**src/rtl/psp_pkg.sv**
```systemverilog
// ----------------------------------------------------------------------------
// psp_pkg
// Shared widths, codes and reset values of the pulse speed PID/PWM regulator.
// ----------------------------------------------------------------------------
package psp_pkg;

  // Revolution counter width and number of fraction bits in the gains.
  localparam int COUNT_W = 8;
  localparam int FRAC_W  = 16;

  // Fixed field widths.
  localparam int KIND_W   = 2;
  localparam int RAW_W    = 12;
  localparam int GAIN_W   = 20;
  localparam int DRIVE_W  = 10;
  localparam int PCT_W    = 7;
  localparam int RPM_W    = 12;
  localparam int SPEED_W  = 17;
  localparam int REG_W    = 3;
  localparam int CFG_D_W  = 20;
  localparam int ACC_W    = 48;

  // Input item kinds.
  localparam logic [KIND_W-1:0] KIND_PULSE    = 2'd0;
  localparam logic [KIND_W-1:0] KIND_SETPOINT = 2'd1;
  localparam logic [KIND_W-1:0] KIND_TICK     = 2'd2;

  // Configuration register indexes.
  localparam logic [REG_W-1:0] REG_PROP_GAIN  = 3'd0;
  localparam logic [REG_W-1:0] REG_INTEG_GAIN = 3'd1;
  localparam logic [REG_W-1:0] REG_DERIV_GAIN = 3'd2;
  localparam logic [REG_W-1:0] REG_DRIVE_HIGH = 3'd3;
  localparam logic [REG_W-1:0] REG_DRIVE_LOW  = 3'd4;

  // Register reset values.
  localparam logic [GAIN_W-1:0]  PROP_GAIN_RST  = 20'd10767;
  localparam logic [GAIN_W-1:0]  INTEG_GAIN_RST = 20'd66;
  localparam logic [GAIN_W-1:0]  DERIV_GAIN_RST = 20'd0;
  localparam logic [DRIVE_W-1:0] DRIVE_HIGH_RST = 10'd1000;
  localparam logic [DRIVE_W-1:0] DRIVE_LOW_RST  = 10'd0;

  // Scaling constants.
  localparam int FB_PER_PULSE  = 2400;
  localparam int RPM_PER_PULSE = 300;
  localparam int SETPOINT_MUL  = 10;
  localparam int SETPOINT_MAX  = 3000;
  localparam int DUTY_FULL     = 1000;
  localparam int SPEED_MAX     = 131071;

  // Derived arithmetic widths.
  localparam int FB_W   = COUNT_W + 12;                     // count * 2400
  localparam int ERR_W  = FB_W + 1;                         // signed error
  localparam int DERR_W = ERR_W + 1;                        // error difference
  localparam int PP_W   = GAIN_W + 1 + ERR_W;               // gain * error
  localparam int PD_W   = GAIN_W + 1 + DERR_W;              // gain * difference
  localparam int PPD_W  = PD_W + 1;                         // P + D terms
  localparam int IW     = ((ACC_W > PP_W) ? ACC_W : PP_W) + 1;
  localparam int SUM_W  = ((ACC_W > PPD_W) ? ACC_W : PPD_W) + 1;
  localparam int Q_W    = SUM_W - FRAC_W;                   // integer part
  localparam int SPW    = COUNT_W + 9;                      // count * 300
  localparam int SPX_W  = (SPW > SPEED_W) ? SPW : SPEED_W;

endpackage

```
**src/rtl/psp_if.sv**
```systemverilog
// ----------------------------------------------------------------------------
// psp_if
// Valid/ready channels of the regulator: input items, results, register writes.
// ----------------------------------------------------------------------------
interface psp_in_if
  import psp_pkg::*;
  ();
  logic              valid;
  logic              ready;
  logic [KIND_W-1:0] kind;
  logic [RAW_W-1:0]  setpoint_raw;

  modport source (output valid, output kind, output setpoint_raw, input ready);
  modport sink   (input valid, input kind, input setpoint_raw, output ready);
endinterface

interface psp_out_if
  import psp_pkg::*;
  ();
  logic               valid;
  logic               ready;
  logic               is_control;
  logic [DRIVE_W-1:0] duty_permille;
  logic [PCT_W-1:0]   duty_percent;
  logic [RPM_W-1:0]   setpoint_rpm;
  logic [SPEED_W-1:0] speed_rpm;

  modport source (output valid, output is_control, output duty_permille,
                  output duty_percent, output setpoint_rpm, output speed_rpm,
                  input ready);
  modport sink   (input valid, input is_control, input duty_permille,
                  input duty_percent, input setpoint_rpm, input speed_rpm,
                  output ready);
endinterface

interface psp_cfg_if
  import psp_pkg::*;
  ();
  logic               valid;
  logic               ready;
  logic [REG_W-1:0]   index;
  logic [CFG_D_W-1:0] data;

  modport source (output valid, output index, output data, input ready);
  modport sink   (input valid, input index, input data, output ready);
endinterface

```
**src/rtl/pulse_speed_pid_pwm.sv**
```systemverilog
// ----------------------------------------------------------------------------
// pulse_speed_pid_pwm
// Speed regulator: pulse counter, fixed-point PID step and clamped PWM duty.
// ----------------------------------------------------------------------------
//
//  Channel   Direction  Transaction
//  in_ch     sink       one item: pulse, setpoint update or sample tick
//  out_ch    source     one result: display update or control result
//  cfg_ch    sink       one register write: gains and drive limits
//
//  Cycles: one item is accepted per cycle while the capture stage can load;
//  the capture stage loads at the accepting edge and a result then passes
//  through the multiply, integrate, sum and clamp stages into the output
//  register. Pulse items update the counter and give no result.
//  Reset: rst_n clears the counter, integral, stored error, target and last
//  duty/speed, and loads the register reset values.
//  Stalls: each stage holds while the next one is full and blocked, so empty
//  stages keep absorbing items while a result waits at the output.
//  cfg_ch is always ready; writes are expected only while the block is idle.
//
module pulse_speed_pid_pwm
  import psp_pkg::*;
(
  input logic       clk,
  input logic       rst_n,
  psp_in_if.sink    in_ch,
  psp_out_if.source out_ch,
  psp_cfg_if.sink   cfg_ch
);

  // --------------------------------------------------------------------------
  // Configuration registers. The port never pushes back.
  // --------------------------------------------------------------------------
  logic [GAIN_W-1:0]  kp_r, ki_r, kd_r;
  logic [DRIVE_W-1:0] drv_hi_r, drv_lo_r;

  assign cfg_ch.ready = 1'b1;

  // --------------------------------------------------------------------------
  // Regulator state.
  // --------------------------------------------------------------------------
  logic [COUNT_W-1:0]      pulse_count_r;
  logic [RPM_W-1:0]        target_r;
  logic signed [ERR_W-1:0] last_err_r;
  logic [SPEED_W-1:0]      last_speed_r;
  logic signed [ACC_W-1:0] integ_r;
  logic [DRIVE_W-1:0]      last_duty_r;
  logic [PCT_W-1:0]        last_pct_r;

  // --------------------------------------------------------------------------
  // Pipeline stage valids and handshake. A stage can load when it is empty
  // or its current item moves on in the same cycle.
  // --------------------------------------------------------------------------
  logic v1_r, v2_r, v3_r, v4_r, vo_r;
  logic rdy1, rdy2, rdy3, rdy4, rdy_o;
  logic in_fire, in_is_sp, in_is_tick;

  assign rdy_o = !vo_r || out_ch.ready;
  assign rdy4  = !v4_r || rdy_o;
  assign rdy3  = !v3_r || rdy4;
  assign rdy2  = !v2_r || rdy3;
  assign rdy1  = !v1_r || rdy2;

  assign in_ch.ready = rdy1;
  assign in_fire     = in_ch.valid && rdy1;
  assign in_is_sp    = (in_ch.kind == KIND_SETPOINT);
  assign in_is_tick  = (in_ch.kind == KIND_TICK);

  // --------------------------------------------------------------------------
  // Capture stage: setpoint scaling, error, error difference and speed are
  // formed from the current state when the item is accepted.
  // --------------------------------------------------------------------------
  logic [15:0]              sp_x10;
  logic [RPM_W-1:0]         tgt_nxt;
  logic [FB_W-1:0]          fb;
  logic signed [ERR_W-1:0]  err_nxt;
  logic signed [DERR_W-1:0] derr_nxt;
  logic [SPX_W-1:0]         spd_raw;
  logic [SPEED_W-1:0]       spd_nxt;
  logic [COUNT_W-1:0]       count_nxt;

  assign sp_x10  = 16'(in_ch.setpoint_raw) * 16'(SETPOINT_MUL);
  assign tgt_nxt = (sp_x10 > 16'(SETPOINT_MAX)) ? RPM_W'(SETPOINT_MAX)
                                                 : sp_x10[RPM_W-1:0];

  // Feedback is count * 2400, the target is scaled by 8; the difference fits
  // the signed error width, so a modular subtract gives the right value.
  assign fb       = FB_W'(pulse_count_r) * FB_W'(FB_PER_PULSE);
  assign err_nxt  = $signed(ERR_W'({target_r, 3'b000}) - ERR_W'(fb));
  assign derr_nxt = DERR_W'(err_nxt) - DERR_W'(last_err_r);

  assign spd_raw = SPX_W'(pulse_count_r) * SPX_W'(RPM_PER_PULSE);
  assign spd_nxt = (spd_raw > SPX_W'(SPEED_MAX)) ? SPEED_W'(SPEED_MAX)
                                                 : spd_raw[SPEED_W-1:0];

  assign count_nxt = (pulse_count_r == {COUNT_W{1'b1}}) ? pulse_count_r
                                                        : pulse_count_r + 1'b1;

  logic                     s1_ctl_r;
  logic [RPM_W-1:0]         s1_tgt_r;
  logic [SPEED_W-1:0]       s1_spd_r;
  logic signed [ERR_W-1:0]  s1_err_r;
  logic signed [DERR_W-1:0] s1_derr_r;

  // --------------------------------------------------------------------------
  // Multiply stage: the three gain products run side by side.
  // --------------------------------------------------------------------------
  logic signed [GAIN_W:0]   kp_s, ki_s, kd_s;
  logic signed [PP_W-1:0]   pp_nxt, pi_nxt;
  logic signed [PD_W-1:0]   pd_nxt;

  assign kp_s   = $signed({1'b0, kp_r});
  assign ki_s   = $signed({1'b0, ki_r});
  assign kd_s   = $signed({1'b0, kd_r});
  assign pp_nxt = PP_W'(kp_s) * PP_W'(s1_err_r);
  assign pi_nxt = PP_W'(ki_s) * PP_W'(s1_err_r);
  assign pd_nxt = PD_W'(kd_s) * PD_W'(s1_derr_r);

  logic                     s2_ctl_r;
  logic [RPM_W-1:0]         s2_tgt_r;
  logic [SPEED_W-1:0]       s2_spd_r;
  logic signed [PP_W-1:0]   s2_pp_r, s2_pi_r;
  logic signed [PD_W-1:0]   s2_pd_r;

  // --------------------------------------------------------------------------
  // Integrate stage: the integral accumulates with signed 48-bit saturation.
  // It is written as a tick moves into the next stage, so successive ticks
  // each see the previous tick's integral.
  // --------------------------------------------------------------------------
  logic signed [IW-1:0]     acc_sum;
  logic                     acc_ovf;
  logic signed [ACC_W-1:0]  integ_nxt;
  logic signed [PPD_W-1:0]  ppd_nxt;

  assign acc_sum   = IW'(integ_r) + IW'(s2_pi_r);
  assign acc_ovf   = !((acc_sum[IW-1:ACC_W-1] == '0) || (acc_sum[IW-1:ACC_W-1] == '1));
  assign integ_nxt = !acc_ovf     ? acc_sum[ACC_W-1:0] :
                     acc_sum[IW-1] ? $signed({1'b1, {(ACC_W-1){1'b0}}})
                                   : $signed({1'b0, {(ACC_W-1){1'b1}}});
  assign ppd_nxt   = PPD_W'(s2_pp_r) + PPD_W'(s2_pd_r);

  logic                     s3_ctl_r;
  logic [RPM_W-1:0]         s3_tgt_r;
  logic [SPEED_W-1:0]       s3_spd_r;
  logic signed [ACC_W-1:0]  s3_integ_r;
  logic signed [PPD_W-1:0]  s3_ppd_r;

  // --------------------------------------------------------------------------
  // Sum stage: control sum with FRAC_W fraction bits.
  // --------------------------------------------------------------------------
  logic signed [SUM_W-1:0]  sum_nxt;

  assign sum_nxt = SUM_W'(s3_integ_r) + SUM_W'(s3_ppd_r);

  logic                     s4_ctl_r;
  logic [RPM_W-1:0]         s4_tgt_r;
  logic [SPEED_W-1:0]       s4_spd_r;
  logic signed [SUM_W-1:0]  s4_sum_r;

  // --------------------------------------------------------------------------
  // Clamp stage: a negative sum takes the low limit; otherwise the integer
  // part is clamped; with crossed limits a part above the high limit takes it,
  // any other the low limit. Duty is 1000 minus drive, saturating at zero for
  // a drive limit above 1000. Percent is x*205 >> 11, exact for x up to 1000.
  // --------------------------------------------------------------------------
  logic [Q_W-1:0]     q;
  logic [DRIVE_W-1:0] drive;
  logic [DRIVE_W-1:0] duty_tick;
  logic [17:0]        pct_prod;
  logic [PCT_W-1:0]   pct_tick;
  logic [DRIVE_W-1:0] duty_nxt;
  logic [PCT_W-1:0]   pct_nxt;

  assign q = s4_sum_r[SUM_W-1:FRAC_W];

  always_comb begin
    if (s4_sum_r[SUM_W-1]) begin
      drive = drv_lo_r;
    end else if (q > Q_W'(drv_hi_r)) begin
      drive = drv_hi_r;
    end else if (q < Q_W'(drv_lo_r)) begin
      drive = drv_lo_r;
    end else begin
      drive = q[DRIVE_W-1:0];
    end
  end

  assign duty_tick = (drive > DRIVE_W'(DUTY_FULL)) ? '0 : DRIVE_W'(DUTY_FULL) - drive;
  assign pct_prod  = 18'(duty_tick) * 18'd205;
  assign pct_tick  = pct_prod[17:11];

  // A display result shows the duty of the latest tick ahead of it.
  assign duty_nxt = s4_ctl_r ? duty_tick : last_duty_r;
  assign pct_nxt  = s4_ctl_r ? pct_tick  : last_pct_r;

  logic               out_ctl_r;
  logic [DRIVE_W-1:0] out_duty_r;
  logic [PCT_W-1:0]   out_pct_r;
  logic [RPM_W-1:0]   out_tgt_r;
  logic [SPEED_W-1:0] out_spd_r;

  assign out_ch.valid         = vo_r;
  assign out_ch.is_control    = out_ctl_r;
  assign out_ch.duty_permille = out_duty_r;
  assign out_ch.duty_percent  = out_pct_r;
  assign out_ch.setpoint_rpm  = out_tgt_r;
  assign out_ch.speed_rpm     = out_spd_r;

  // --------------------------------------------------------------------------
  // Control state, configuration and regulator state.
  // --------------------------------------------------------------------------
  always_ff @(posedge clk) begin
    if (!rst_n) begin
      kp_r          <= PROP_GAIN_RST;
      ki_r          <= INTEG_GAIN_RST;
      kd_r          <= DERIV_GAIN_RST;
      drv_hi_r      <= DRIVE_HIGH_RST;
      drv_lo_r      <= DRIVE_LOW_RST;
      pulse_count_r <= '0;
      target_r      <= '0;
      last_err_r    <= '0;
      last_speed_r  <= '0;
      integ_r       <= '0;
      last_duty_r   <= '0;
      last_pct_r    <= '0;
      v1_r          <= 1'b0;
      v2_r          <= 1'b0;
      v3_r          <= 1'b0;
      v4_r          <= 1'b0;
      vo_r          <= 1'b0;
    end else begin
      if (cfg_ch.valid) begin
        unique case (cfg_ch.index)
          REG_PROP_GAIN:  kp_r     <= cfg_ch.data[GAIN_W-1:0];
          REG_INTEG_GAIN: ki_r     <= cfg_ch.data[GAIN_W-1:0];
          REG_DERIV_GAIN: kd_r     <= cfg_ch.data[GAIN_W-1:0];
          REG_DRIVE_HIGH: drv_hi_r <= cfg_ch.data[DRIVE_W-1:0];
          REG_DRIVE_LOW:  drv_lo_r <= cfg_ch.data[DRIVE_W-1:0];
          default: ;
        endcase
      end

      if (in_fire) begin
        if (in_ch.kind == KIND_PULSE) begin
          pulse_count_r <= count_nxt;
        end else if (in_is_sp) begin
          target_r <= tgt_nxt;
        end else if (in_is_tick) begin
          pulse_count_r <= '0;
          last_err_r    <= err_nxt;
          last_speed_r  <= spd_nxt;
        end
      end

      if (rdy3 && v2_r && s2_ctl_r) begin
        integ_r <= integ_nxt;
      end

      if (rdy_o && v4_r && s4_ctl_r) begin
        last_duty_r <= duty_tick;
        last_pct_r  <= pct_tick;
      end

      if (rdy1)  v1_r <= in_ch.valid && (in_is_sp || in_is_tick);
      if (rdy2)  v2_r <= v1_r;
      if (rdy3)  v3_r <= v2_r;
      if (rdy4)  v4_r <= v3_r;
      if (rdy_o) vo_r <= v4_r;
    end
  end

  // --------------------------------------------------------------------------
  // Stage payloads. Each stage loads whenever it is free to move.
  // --------------------------------------------------------------------------
  always_ff @(posedge clk) begin
    if (rdy1) begin
      s1_ctl_r  <= in_is_tick;
      s1_tgt_r  <= in_is_sp ? tgt_nxt : target_r;
      s1_spd_r  <= in_is_tick ? spd_nxt : last_speed_r;
      s1_err_r  <= err_nxt;
      s1_derr_r <= derr_nxt;
    end
    if (rdy2) begin
      s2_ctl_r <= s1_ctl_r;
      s2_tgt_r <= s1_tgt_r;
      s2_spd_r <= s1_spd_r;
      s2_pp_r  <= pp_nxt;
      s2_pi_r  <= pi_nxt;
      s2_pd_r  <= pd_nxt;
    end
    if (rdy3) begin
      s3_ctl_r   <= s2_ctl_r;
      s3_tgt_r   <= s2_tgt_r;
      s3_spd_r   <= s2_spd_r;
      s3_integ_r <= integ_nxt;
      s3_ppd_r   <= ppd_nxt;
    end
    if (rdy4) begin
      s4_ctl_r <= s3_ctl_r;
      s4_tgt_r <= s3_tgt_r;
      s4_spd_r <= s3_spd_r;
      s4_sum_r <= sum_nxt;
    end
    if (rdy_o) begin
      out_ctl_r  <= s4_ctl_r;
      out_duty_r <= duty_nxt;
      out_pct_r  <= pct_nxt;
      out_tgt_r  <= s4_tgt_r;
      out_spd_r  <= s4_spd_r;
    end
  end

  // --------------------------------------------------------------------------
  // Assertions.
  // --------------------------------------------------------------------------

  // A presented result never shows a duty above full scale.
  a_duty_range: assert property (@(posedge clk) disable iff (!rst_n)
    out_ch.valid |-> (out_ch.duty_permille <= DRIVE_W'(DUTY_FULL)))
    else $error("duty above full scale");

  // The percent field is the per mille field divided by ten, truncated.
  a_pct_match: assert property (@(posedge clk) disable iff (!rst_n)
    out_ch.valid |->
      ((14'(out_ch.duty_percent) * 14'd10 <= 14'(out_ch.duty_permille)) &&
       (14'(out_ch.duty_permille) < 14'(out_ch.duty_percent) * 14'd10 + 14'd10)))
    else $error("duty percent does not match duty per mille");

  // An accepted tick leaves the revolution counter cleared.
  a_tick_clears: assert property (@(posedge clk) disable iff (!rst_n)
    (in_fire && in_is_tick) |=> (pulse_count_r == '0))
    else $error("counter not cleared after tick");

  // The integral moves only when a tick leaves the multiply stage.
  a_integ_hold: assert property (@(posedge clk) disable iff (!rst_n)
    !(rdy3 && v2_r && s2_ctl_r) |=> $stable(integ_r))
    else $error("integral changed without a tick");

  // A stored target never exceeds the setpoint limit.
  a_target_range: assert property (@(posedge clk) disable iff (!rst_n)
    out_ch.valid |-> (out_ch.setpoint_rpm <= RPM_W'(SETPOINT_MAX)))
    else $error("setpoint above limit");

endmodule
```
**src/flat_wrapper.sv**
```systemverilog
// flat-port wrapper written by rule: the top's interface ports become plain ports
module pulse_speed_pid_pwm_flat import psp_pkg::*;
  (clk, rst_n, in_ch_valid, in_ch_kind, in_ch_setpoint_raw, in_ch_ready, out_ch_valid, out_ch_is_control, out_ch_duty_permille, out_ch_duty_percent, out_ch_setpoint_rpm, out_ch_speed_rpm, out_ch_ready, cfg_ch_valid, cfg_ch_index, cfg_ch_data, cfg_ch_ready);
  psp_in_if in_ch_i ();
  psp_out_if out_ch_i ();
  psp_cfg_if cfg_ch_i ();
  input logic clk;
  input logic rst_n;
  input wire logic [$bits(in_ch_i.valid)-1:0] in_ch_valid;
  input wire logic [$bits(in_ch_i.kind)-1:0] in_ch_kind;
  input wire logic [$bits(in_ch_i.setpoint_raw)-1:0] in_ch_setpoint_raw;
  output wire logic [$bits(in_ch_i.ready)-1:0] in_ch_ready;
  output wire logic [$bits(out_ch_i.valid)-1:0] out_ch_valid;
  output wire logic [$bits(out_ch_i.is_control)-1:0] out_ch_is_control;
  output wire logic [$bits(out_ch_i.duty_permille)-1:0] out_ch_duty_permille;
  output wire logic [$bits(out_ch_i.duty_percent)-1:0] out_ch_duty_percent;
  output wire logic [$bits(out_ch_i.setpoint_rpm)-1:0] out_ch_setpoint_rpm;
  output wire logic [$bits(out_ch_i.speed_rpm)-1:0] out_ch_speed_rpm;
  input wire logic [$bits(out_ch_i.ready)-1:0] out_ch_ready;
  input wire logic [$bits(cfg_ch_i.valid)-1:0] cfg_ch_valid;
  input wire logic [$bits(cfg_ch_i.index)-1:0] cfg_ch_index;
  input wire logic [$bits(cfg_ch_i.data)-1:0] cfg_ch_data;
  output wire logic [$bits(cfg_ch_i.ready)-1:0] cfg_ch_ready;
  assign in_ch_i.valid = in_ch_valid;
  assign in_ch_i.kind = in_ch_kind;
  assign in_ch_i.setpoint_raw = in_ch_setpoint_raw;
  assign in_ch_ready = in_ch_i.ready;
  assign out_ch_valid = out_ch_i.valid;
  assign out_ch_is_control = out_ch_i.is_control;
  assign out_ch_duty_permille = out_ch_i.duty_permille;
  assign out_ch_duty_percent = out_ch_i.duty_percent;
  assign out_ch_setpoint_rpm = out_ch_i.setpoint_rpm;
  assign out_ch_speed_rpm = out_ch_i.speed_rpm;
  assign out_ch_i.ready = out_ch_ready;
  assign cfg_ch_i.valid = cfg_ch_valid;
  assign cfg_ch_i.index = cfg_ch_index;
  assign cfg_ch_i.data = cfg_ch_data;
  assign cfg_ch_ready = cfg_ch_i.ready;
  pulse_speed_pid_pwm u_core (.clk(clk), .rst_n(rst_n), .in_ch(in_ch_i), .out_ch(out_ch_i), .cfg_ch(cfg_ch_i));
endmodule
```
**config.mk**
```make
export PLATFORM = sky130hd
export DESIGN_NAME = pulse_speed_pid_pwm_flat
export DESIGN_NICKNAME = d
export VERILOG_FILES = /design/src/rtl/psp_pkg.sv /design/src/rtl/psp_if.sv /design/src/rtl/pulse_speed_pid_pwm.sv /design/src/flat_wrapper.sv
export SDC_FILE = /design/constraint.sdc
export NUM_CORES = 2
export LEC_CHECK = 0
export CORE_ASPECT_RATIO = 0.6
export CORE_MARGIN = 2
export CORE_UTILIZATION = 37
export DETAILED_ROUTE_END_ITERATION = 10
export DONT_BUFFER_PORTS = 1
export PLACE_DENSITY = 0.48
export RECOVER_POWER = 50
export SLEW_MARGIN = 20
export SYNTH_ARGS = -nofsm -noshare
export SYNTH_HDL_FRONTEND = slang
export SYNTH_SLANG_ARGS = --single-unit
```
**constraint.sdc**
```tcl
create_clock -name clk -period 18.2 [get_ports clk]
set_clock_uncertainty 0.1 [all_clocks]
set_input_delay 0.91 -clock clk [delete_from_list [all_inputs] [get_ports clk]]
set_output_delay 0.91 -clock clk [all_outputs]
set_load 0.02 [all_outputs]
```
==> reports/results.ini <==
[global_route]
met3_usage_pct = 4.46
antenna_found_initial = 18
grt_usage_pct = 21.2
grt_util_met2_pct = 28.0
grt_max_degree = 75
grt_pass1_wl_mm = 313
busiest_layer = met1
grt_pass1_vias = 49300
gr-total-overflow = 0
grtUsageMet1_pct = 35.3

[critical_path]
cp_num_buf_inv = 6
cp_slowest_cell = clkbuf_1
critical_path_class = reg2reg
rr_worst_depth = 27
startpoint = u_core.s1_err_r[3]
arrival_ps = 10030
critPathLaunchType = register
path_delay_family = adder cells
crit_path_end_kind = register
cp.depth = 27
cp.required_ps = 18540
r2r_start = u_core.s1_err_r[3]
path_max_fanout = 40
crit_path_frequent_cell = inv_1
critPathMaxStageDelay_ps = 2070

[yosys]
yosysWarnings = 0
yosysTopAreaCell = fa_1
syn_inst = 7256
synth_compound_area_share_pct = 7.91
avgSynthCellArea_um2 = 9.75
synth-edff-count = 441
muxShareOfSynthArea_pct = 0.526
synth-xor-area-share_pct = 3.13
async_flop_share_pct = 0
netlist_area_um2 = 70700
synthDistinctLibCells = 87
synth_simple_gate_area_share_pct = 13.5
synth_top_family_by_area = adder cells
synthTopCellsByArea = fa_1 28%, edfxtp_1 19%, ha_1 13%
synth_fp_nets = 9037
ys.flop_type = edfxtp_1
synth_top_area_share_pct = 28.5
ys_ff_latch = 643
ys_seq_area_share_pct = 24.4
synth_fa_ha_area_share_pct = 41.8

[placement]
placed_cells_incl_taps = 9547
hpwl_mm = 158
dp_slack_ps = 9760
place.gp.congestion = 0.871
port_buffers = 0

[sta]
max_freq_mhz = 103
drv_slew = 456
hold_viol_final = 0
setup_viol = 0
worst_pin_slew_ps = 4290
timing.final.ws_setup_ps = 8510
period_minus_slack_ps = 9690
finalCritPeriodShare_pct = 53.2
hold_slack_ps = 242
fin_setup_tns_ps = 0
rsz0062_at_grt = no
slew_headroom_pct = -186

[finish]
mostFrequentLayoutCell = inv_1
nets = 8881
area_growth_pct = 7.17
final_cell_mix = 1,318 x inv_1, 1,029 x nand2_1, 1,006 x fa_1, 733 x ha_1, 441 x edfxtp_1
fin_util_pct = 39.8
num_antenna_cells = 0
instances_no_fill = 9676
drive_above_1_share_pct = 3.37
nFillCells = 18800

[clocking]
cts.sink_count = 643
clockBufferDepth = 3
htreeDepth = 3
numCtsBuffers = 71
cts_resized = 0
clkTransAtPathRegs_ps = 70
post_cts_buffers = 0
insertion_delay_ps = 720
cts_tree = done
cts_hold_buf = 0
cts_root_buffer = clkbuf_16

[floorplan]
dieArea_um2 = 195000
die-height_um = 343
core_area_um2 = 190000
rows = 124
start_util_pct = 37.2
die_w_um = 568
ios = 92

[power]
p_leak_nw = 35.6
peakVddDrop_v = 0.000430
p_per_area_nw_per_um2 = 145

[route]
ant_nets = 0
drtPass1Iterations = 6
wirelength_mm = 202
wl_per_cell_um = 20.9
drc = 0
via_count = 48800
avgViaCountPerCell = 5.04
drtIter0Drc = 3547

[worst_hold_path]
hp-start = cfg_ch_data[0]
hp-class = in2reg
hold_depth = 2

[flow_run]
cap_viol_max_count = 10

[status]
run_status = complete, but fails checks
failed_checks = capacitance limit, slew limit

==> power breakdown <==
group          switching, mW  internal, mW
clock network          0.680         0.881
registers              0.336          2.09
logic                   4.29          2.71
total                   5.31          5.69
==> worst register-to-register path, delay by kind of cell (launching register included) <==
family	cells	cell delay, ps
flip-flops	1	330
adder cells (fa/ha/maj)	8	3200
AND/OR/NAND/NOR	1	330
XOR/XNOR	1	120
buffers and inverters	6	2300
AO/OA/AOI/OAI	11	3060
==> registers in the layout, summed over array words and instances, names as in the netlist, 19 cells and up <==
| name | cells |
|---|---|
| u_core.s3_integ_r | 45 |
| u_core.s4_sum_r | 33 |
| u_core.s1_derr_r | 19 |
| u_core.kp_r | 20 |
| u_core.ki_r | 20 |
| u_core.s2_pd_r | 40 |
| u_core.kd_r | 20 |
| u_core.integ_r | 45 |
| u_core.s3_ppd_r | 41 |
| u_core.s2_pi_r | 39 |
| u_core.s2_pp_r | 39 |
==> cell usage after synthesis, drive strengths merged, types with 21 or more instances <==
library cell  number
inv             1320
nand2           1029
fa              1006
ha               733
edfxtp           441
and2             436
a21oi            307
clkbuf           295
nor2             258
dfxtp            202
xnor2            192
o21ai            173
a21o             115
nand2b            63
nand3             61
xor2              61
nor2b             43
nor3              43
o21a              36
a211oi            34
o21bai            34
and3              30
mux2              25
o211ai            25
maj3              24
a21boi            23
a31oi             21
==> path summary, 6_finish.rpt <==
| kind | end | slack, ps |
|---|---|---|
| worst max register to register | u_core.s2_pi_r[38] | 8510 |
| worst max-delay path | u_core.s2_pi_r[38] | 8510 |
| worst min-delay path | u_core.kp_r[0] | 240 |
| worst min register to register | u_core.s4_spd_r[16] | 280 |
==> layer usage <==
metal | up-vias | part of all wire, % | wire length [um]
met5 | - | 0.020 | 40
met2 | 1319 | 37 | 75500
met1 | 24700 | 54 | 109000
met4 | 6 | 1.1 | 2150
li1 | 22700 | - | -
met3 | 130 | 7.6 | 15400
==> stage by stage <==
stage,total power [mW],area (um2)
after floorplan,7.07,70700
after global placement,9.40,73300
after detailed placement,9.35,73400
after CTS,11.0,75800
after global routing,12.0,75800
final,11.0,75800
==> logic make-up (layout without fill, tap and decap cells) <==
family          after synthesis  after routing
simple gates               2048           2048
fa+ha+maj                  1763           1763
buf+inv                    1628           1528
compound gates              886            886
flops                       643            643
xor+xnor                    253            253
mux                          34             34
other cells                   1              1
==> layout make-up <==
cell class                      count  area, um2  share of cell area (%)
Clock buffer                       89       1930                    2.54
Clock inverter                     40        549                   0.725
Inverter                         1321       4960                    6.55
Multi-Input combinational cell   4985      47300                    62.5
Sequential cell                   643      17300                    22.8
Tap cell                         2520       3150                    4.16
Timing Repair Buffer               78        559                   0.738
No activity file was read; power rests on OpenSTA's default activity.
